===== config.mk =====
export PLATFORM = sky130hd
export DESIGN_NAME = ftmm_ctrl
export DESIGN_NICKNAME = d
export VERILOG_FILES = /design/src/design/ftmm_pkg.sv /design/src/design/ftmm_ctrl.sv
export SDC_FILE = /design/constraint.sdc
export NUM_CORES = 1
export LEC_CHECK = 0
export BUFFER_PORTS_ARGS = -buffer_cell sky130_fd_sc_hd__buf_2
export CAP_MARGIN = 20
export CORE_ASPECT_RATIO = 0.5
export CORE_UTILIZATION = 55
export CTS_CLUSTER_SIZE = 30
export DETAILED_ROUTE_END_ITERATION = 6
export PLACE_DENSITY = 0.77
export SYNTH_ARGS = -nofsm -noshare
export SYNTH_HDL_FRONTEND = slang
export SYNTH_SLANG_ARGS = --single-unit

===== constraint.sdc =====
create_clock -name clk_i -period 5.1 [get_ports clk_i]
set_input_delay 1.02 -clock clk_i [delete_from_list [all_inputs] [get_ports clk_i]]
set_output_delay 1.02 -clock clk_i [all_outputs]
set_load 0.005 [all_outputs]

===== src/design/ftmm_pkg.sv =====
// Shared types and constants of the forward transform matrix multiply block.
// No dependencies; every design file imports this package.
package ftmm_pkg;

  localparam int unsigned AccW = 40;
  localparam int unsigned IdxW = 6;

  typedef struct packed {
    logic               operation;
    logic [5:0]         coef_row;
    logic [5:0]         coef_col;
    logic signed [15:0] coef_value;
    logic signed [15:0] sample;
  } in_beat_t;

  typedef struct packed {
    logic signed [31:0] coefficient;
    logic [5:0]         freq_index;
    logic [5:0]         line_index;
    logic               last_of_row;
    logic               last_of_block;
  } out_beat_t;

  localparam logic OpLoad   = 1'b0;
  localparam logic OpSample = 1'b1;

  typedef struct packed {
    logic            load_we;
    logic            take_sample;
    logic            mac_rd;
    logic            emit_rd;
    logic            load_out;
    logic            clr_valid;
    logic [IdxW-1:0] idx;
    logic [IdxW-1:0] col;
    logic [IdxW-1:0] line;
    logic            last_row;
    logic            last_block;
  } dp_cmd_t;

  typedef struct packed {
    logic out_taken;
  } dp_stat_t;

endpackage


===== src/design/ftmm_ctrl.sv =====
// Sequencing state machine: row and sample counters, MAC and emit passes.
// Depends on ftmm_pkg; drives the datapath through dp_cmd_t.
module ftmm_ctrl import ftmm_pkg::*; (
  input  logic        clk_i,
  input  logic        rst_ni,
  input  logic        in_valid_i,
  input  logic        in_op_i,
  output logic        in_ready_o,
  input  logic [6:0]  size_i,
  input  logic [6:0]  kept_i,
  input  logic [6:0]  rpb_i,
  input  dp_stat_t    stat_i,
  output dp_cmd_t     cmd_o
);

  typedef enum logic [2:0] {
    S_IDLE, S_MAC, S_DRAIN, S_EMIT_RD, S_EMIT_WAIT, S_OUT
  } state_e;

  state_e          state_q;
  logic [IdxW-1:0] r_q, sc_q, row_q;
  logic [6:0]      kept_q;
  logic            rend_q, bend_q, drain_q;
  logic            accept, r_last;

  assign in_ready_o = (state_q == S_IDLE);
  assign accept     = in_valid_i && in_ready_o;
  assign r_last     = (({1'b0, r_q} + 7'd1) == kept_q);

  always_comb begin
    cmd_o             = '0;
    cmd_o.idx         = r_q;
    cmd_o.col         = sc_q;
    cmd_o.line        = row_q;
    cmd_o.last_row    = r_last;
    cmd_o.last_block  = r_last && bend_q;
    cmd_o.load_we     = accept && (in_op_i == OpLoad);
    cmd_o.take_sample = accept && (in_op_i == OpSample);
    cmd_o.mac_rd      = (state_q == S_MAC);
    cmd_o.emit_rd     = (state_q == S_EMIT_RD);
    cmd_o.load_out    = (state_q == S_EMIT_WAIT);
    cmd_o.clr_valid   = ((state_q == S_OUT) && stat_i.out_taken && r_last) ||
                        (accept && (in_op_i == OpSample) && (kept_i == 7'd0) &&
                         (({1'b0, sc_q} + 7'd1) >= size_i));
  end

  always_ff @(posedge clk_i or negedge rst_ni) begin
    if (!rst_ni) begin
      state_q <= S_IDLE;
      r_q     <= '0;
      sc_q    <= '0;
      row_q   <= '0;
      kept_q  <= '0;
      rend_q  <= 1'b0;
      bend_q  <= 1'b0;
      drain_q <= 1'b0;
    end else begin
      case (state_q)
        S_IDLE: begin
          if (accept && (in_op_i == OpSample)) begin
            kept_q <= kept_i;
            rend_q <= (({1'b0, sc_q} + 7'd1) >= size_i);
            bend_q <= (({1'b0, row_q} + 7'd1) >= rpb_i);
            r_q    <= '0;
            if (kept_i != 7'd0) begin
              state_q <= S_MAC;
            end else if (({1'b0, sc_q} + 7'd1) >= size_i) begin
              sc_q  <= '0;
              row_q <= (({1'b0, row_q} + 7'd1) >= rpb_i) ? '0 : row_q + 1'b1;
            end else begin
              sc_q <= sc_q + 1'b1;
            end
          end
        end
        S_MAC: begin
          if (r_last) begin
            state_q <= S_DRAIN;
            drain_q <= 1'b0;
          end else begin
            r_q <= r_q + 1'b1;
          end
        end
        S_DRAIN: begin
          drain_q <= 1'b1;
          if (drain_q) begin
            r_q <= '0;
            if (rend_q) begin
              state_q <= S_EMIT_RD;
            end else begin
              sc_q    <= sc_q + 1'b1;
              state_q <= S_IDLE;
            end
          end
        end
        S_EMIT_RD:   state_q <= S_EMIT_WAIT;
        S_EMIT_WAIT: state_q <= S_OUT;
        S_OUT: begin
          if (stat_i.out_taken) begin
            if (r_last) begin
              sc_q    <= '0;
              row_q   <= bend_q ? '0 : row_q + 1'b1;
              state_q <= S_IDLE;
            end else begin
              r_q     <= r_q + 1'b1;
              state_q <= S_EMIT_RD;
            end
          end
        end
        default: state_q <= S_IDLE;
      endcase
    end
  end

endmodule


==> impl_metrics.csv <==
group,metric,value,unit
run_status,status,"complete, no violations",
grt,grt_pass1_wl,9340,um
timing,hold_slack,0.529,ns
timing,fin_crit_sh,0.763,
cells_and_area,diodes,0,
critical_path,cp_num_buf_inv,1,
floorplan,die_h,48.9,um
cells_and_area,area_growth,14.1,%
run,max_cap_violations,0,
timing,slew_violations,0,
critical_path,cp-start-kind,"flip-flop",
placement,gp_congestion,0.861,
clock_network,path_clk_slew,0.07,ns
timing,min_period,3.89,ns
timing,grt_setup_unrepaired,"false",
floorplan,io_pins,53,
grt,grt_pass1_vias,2096,
cells_and_area,fin_nets,359,
yosys,synth.avg_cell_area,9.00,um2
grt,grtUsageTotal,0.263,
grt,antenna_found_initial,0,
yosys,synth_most_common_cell,"dfrtp_1",
clock_network,cts_max_path_buffers,2,
floorplan,start_util,0.596,
critical_path,crit_required,4.08,ns
power,cellLeakagePower,1.38,nW
grt,grt-ovfl-total,0,
drt,post_drt_wl_per_cell,15.4,um
critical_path,cp_max_fo,7,
clock_network,cts_root_buf,"clkbuf_8",
floorplan,row_count,16,
timing,hold_violations,0,
placement,port_buffers,52,
clock_network,hold_buffers,0,
clock_network,cts_tree,"built",
placement,dp_hpwl,4400,um
floorplan,design.die.area,0.00469,mm2
timing,fmax,257,MHz
yosys,synth_common_cells,"31 x dfrtp_1, 21 x nand2_1, 21 x o21ai_0, 17 x ha_1, 17 x inv_1",
clock_network,postCtsSetupRepairBufs,0,
timing,tightest_slew,0.754,ns
placement,place_ws,1.35,ns
min_path,hold_path_class,"reg -> reg",
critical_path,cp.arrival,2.87,ns
power,power_density,551,mW/mm2
yosys,netlist-cell-type-count,61,
yosys,yosysSeqAreaShare,0.320,
placement,placed_cells,363,
clock_network,clock_latency,0.28,ns
timing,setup_tns,0,ns
drt,routed_wl,5710,um
power,peakVddDrop,0.000219,V
grt,grt_max_degree,32,
yosys,synth_cells,269,
drt,vias,2168,
critical_path,max_stage_delay,0.47,ns
critical_path,critPathKind,"reg -> out",
yosys,ys_ff_latch,31,
yosys,yosys-top-cells-area,"dfrtp_1 32%, ha_1 8.8%, o21ai_0 4.3%",
drt,drc_errors,0,
timing,layout_setup_ws,1.21,ns
timing,setup_violations,0,
critical_path,path_cells,"ha_1 > nand3_1 > xnor2_1 > ha_1 > nand3_1 > o31ai_2 > and3_4 > or2_1 > buf_2",
drt,drt-vias-per-instance,5.86,
timing,finClkSkew,0.00561,ns
yosys,synth_top_cell_by_area,"dfrtp_1",
drt,detail_route.iter0.violations,94,
clock_network,htree_levels,2,
yosys,syn_nets,312,
clock_network,clock_sinks,31,
floorplan,die_w,95.8,um
floorplan,coreArea,0.00406,mm2
critical_path,slowest_stage,"dfrtp_1",
drt,ant_nets,0,
critical_path,crit_family,"simple AND/OR/NAND/NOR gates",
yosys,synth_top_cell_area_share,0.320,
yosys,synth_warnings,0,
clock_network,cts_resized,0,
yosys,ys.flop_type,"dfrtp_1",
yosys,synth-edff-count,0,
critical_path,crit_path_end_kind,"primary output",
yosys,syn-cell-area,0.00242,mm2
drt,first_pass_iters,4,
cells_and_area,fin_cells,370,
yosys,async_reset_ff_frac,1.00,
clock_network,numCtsBuffers,5,
timing,relSlewSlack,0.495,
cells_and_area,drive_gt1_frac,0.263,
## path summary, 6_finish.rpt
path / from / end / slack (ns) / cells after the start
worst max-delay path: sc_q[0] / cmd_o[20] / 1.21 / 9
worst min-delay path: kept_q[3] / kept_q[3] / 0.53 / 1
worst max register to register: sc_q[0] / sc_q[2] / 2.23 / 9
worst min register to register: kept_q[3] / kept_q[3] / 0.53 / 1
max in group asynchronous: rst_ni / row_q[0] / 3.85 / 1
min in group asynchronous: rst_ni / sc_q[4] / 0.78 / 1
## final cells by class
| cell class | count | area [um2] |
|---|---|---|
| clock buffer | 6 | 82.6 |
| clock inverter | 1 | 5.00 |
| fill | 347 | 1300 |
| inverter | 17 | 63.8 |
| multi-input combinational | 209 | 1510 |
| sequential | 31 | 776 |
| tap | 54 | 67.6 |
| timing repair buffer | 52 | 260 |
## worst reg2reg max path, cell delays in order, from the launching register on
cell,delay (ns)
dfrtp_1,0.47
ha_1,0.30
xor2_1,0.19
ha_1,0.25
or3_1,0.37
o211ai_1,0.11
nor3_1,0.07
o32ai_1,0.66
a211oi_1,0.19
o22ai_1,0.18
## placed cells by master (no fill, tap or decap), types with 3 or more instances in the layout
master    netlist  final
nand3_1        10     10
a31oi_1         3      3
a21o_1          5      5
o21a_1          3      3
o31ai_1         4      4
and3_1          5      5
a21oi_1        14     14
xnor2_1         8      8
o21ai_0        21     21
nor2_1         11     11
clkbuf_8        0      6
mux2_2          8      8
or2_2           3      3
inv_1          17     17
a22o_1          6      6
nand2b_1        9      9
xor2_1          6      6
ha_1           17     17
o211ai_1        3      3
nor2b_1         3      3
nor3_1          6      6
dfrtp_1        31     31
a211oi_1        3      3
buf_2           5     52
nand2_1        21     21
## metal layers
metal | global-route usage | vias to the layer above | routed length, um
met5 | 0 | - | 0
met4 | 0.0970 | 0 | 75
met3 | 0.0654 | 7 | 310
met2 | 0.442 | 55 | 2710
met1 | 0.329 | 1034 | 2610
li1 | - | 1072 | -
## registers in the layout, summed over array words and instances (netlist names)
name,count
kept_q,7
r_q,6
state_q,3
rend_q,1
bend_q,1
sc_q,6
drain_q,1
row_q,6
## kinds of logic after synthesis
group	count (synthesis)	synth area share
xor gates and xnor gates	14	0.0506
DFF	31	0.320
AOI/OAI and AO/OA	79	0.224
buffers and inverters	29	0.0568
adders and majority gates	17	0.0879
muxes	10	0.0475
and+or+nand+nor	89	0.212
## where the power goes
group          switching, mW  internal (mW)
Clock                 0.0913          0.106
Sequential             0.159          0.339
Combinational          0.433          0.395
## per-stage QoR
step,power (mW),cell area [um2],utilization
2_1_floorplan,1.10,2420,-
3_3_place_gp,1.28,2680,0.658
3_5_place_dp,1.32,2680,0.658
4_1_cts,1.52,2760,0.680
5_1_grt,1.64,2760,0.680
6_report,1.52,2760,0.680
Note: power is estimated with default switching activity, not from simulation.
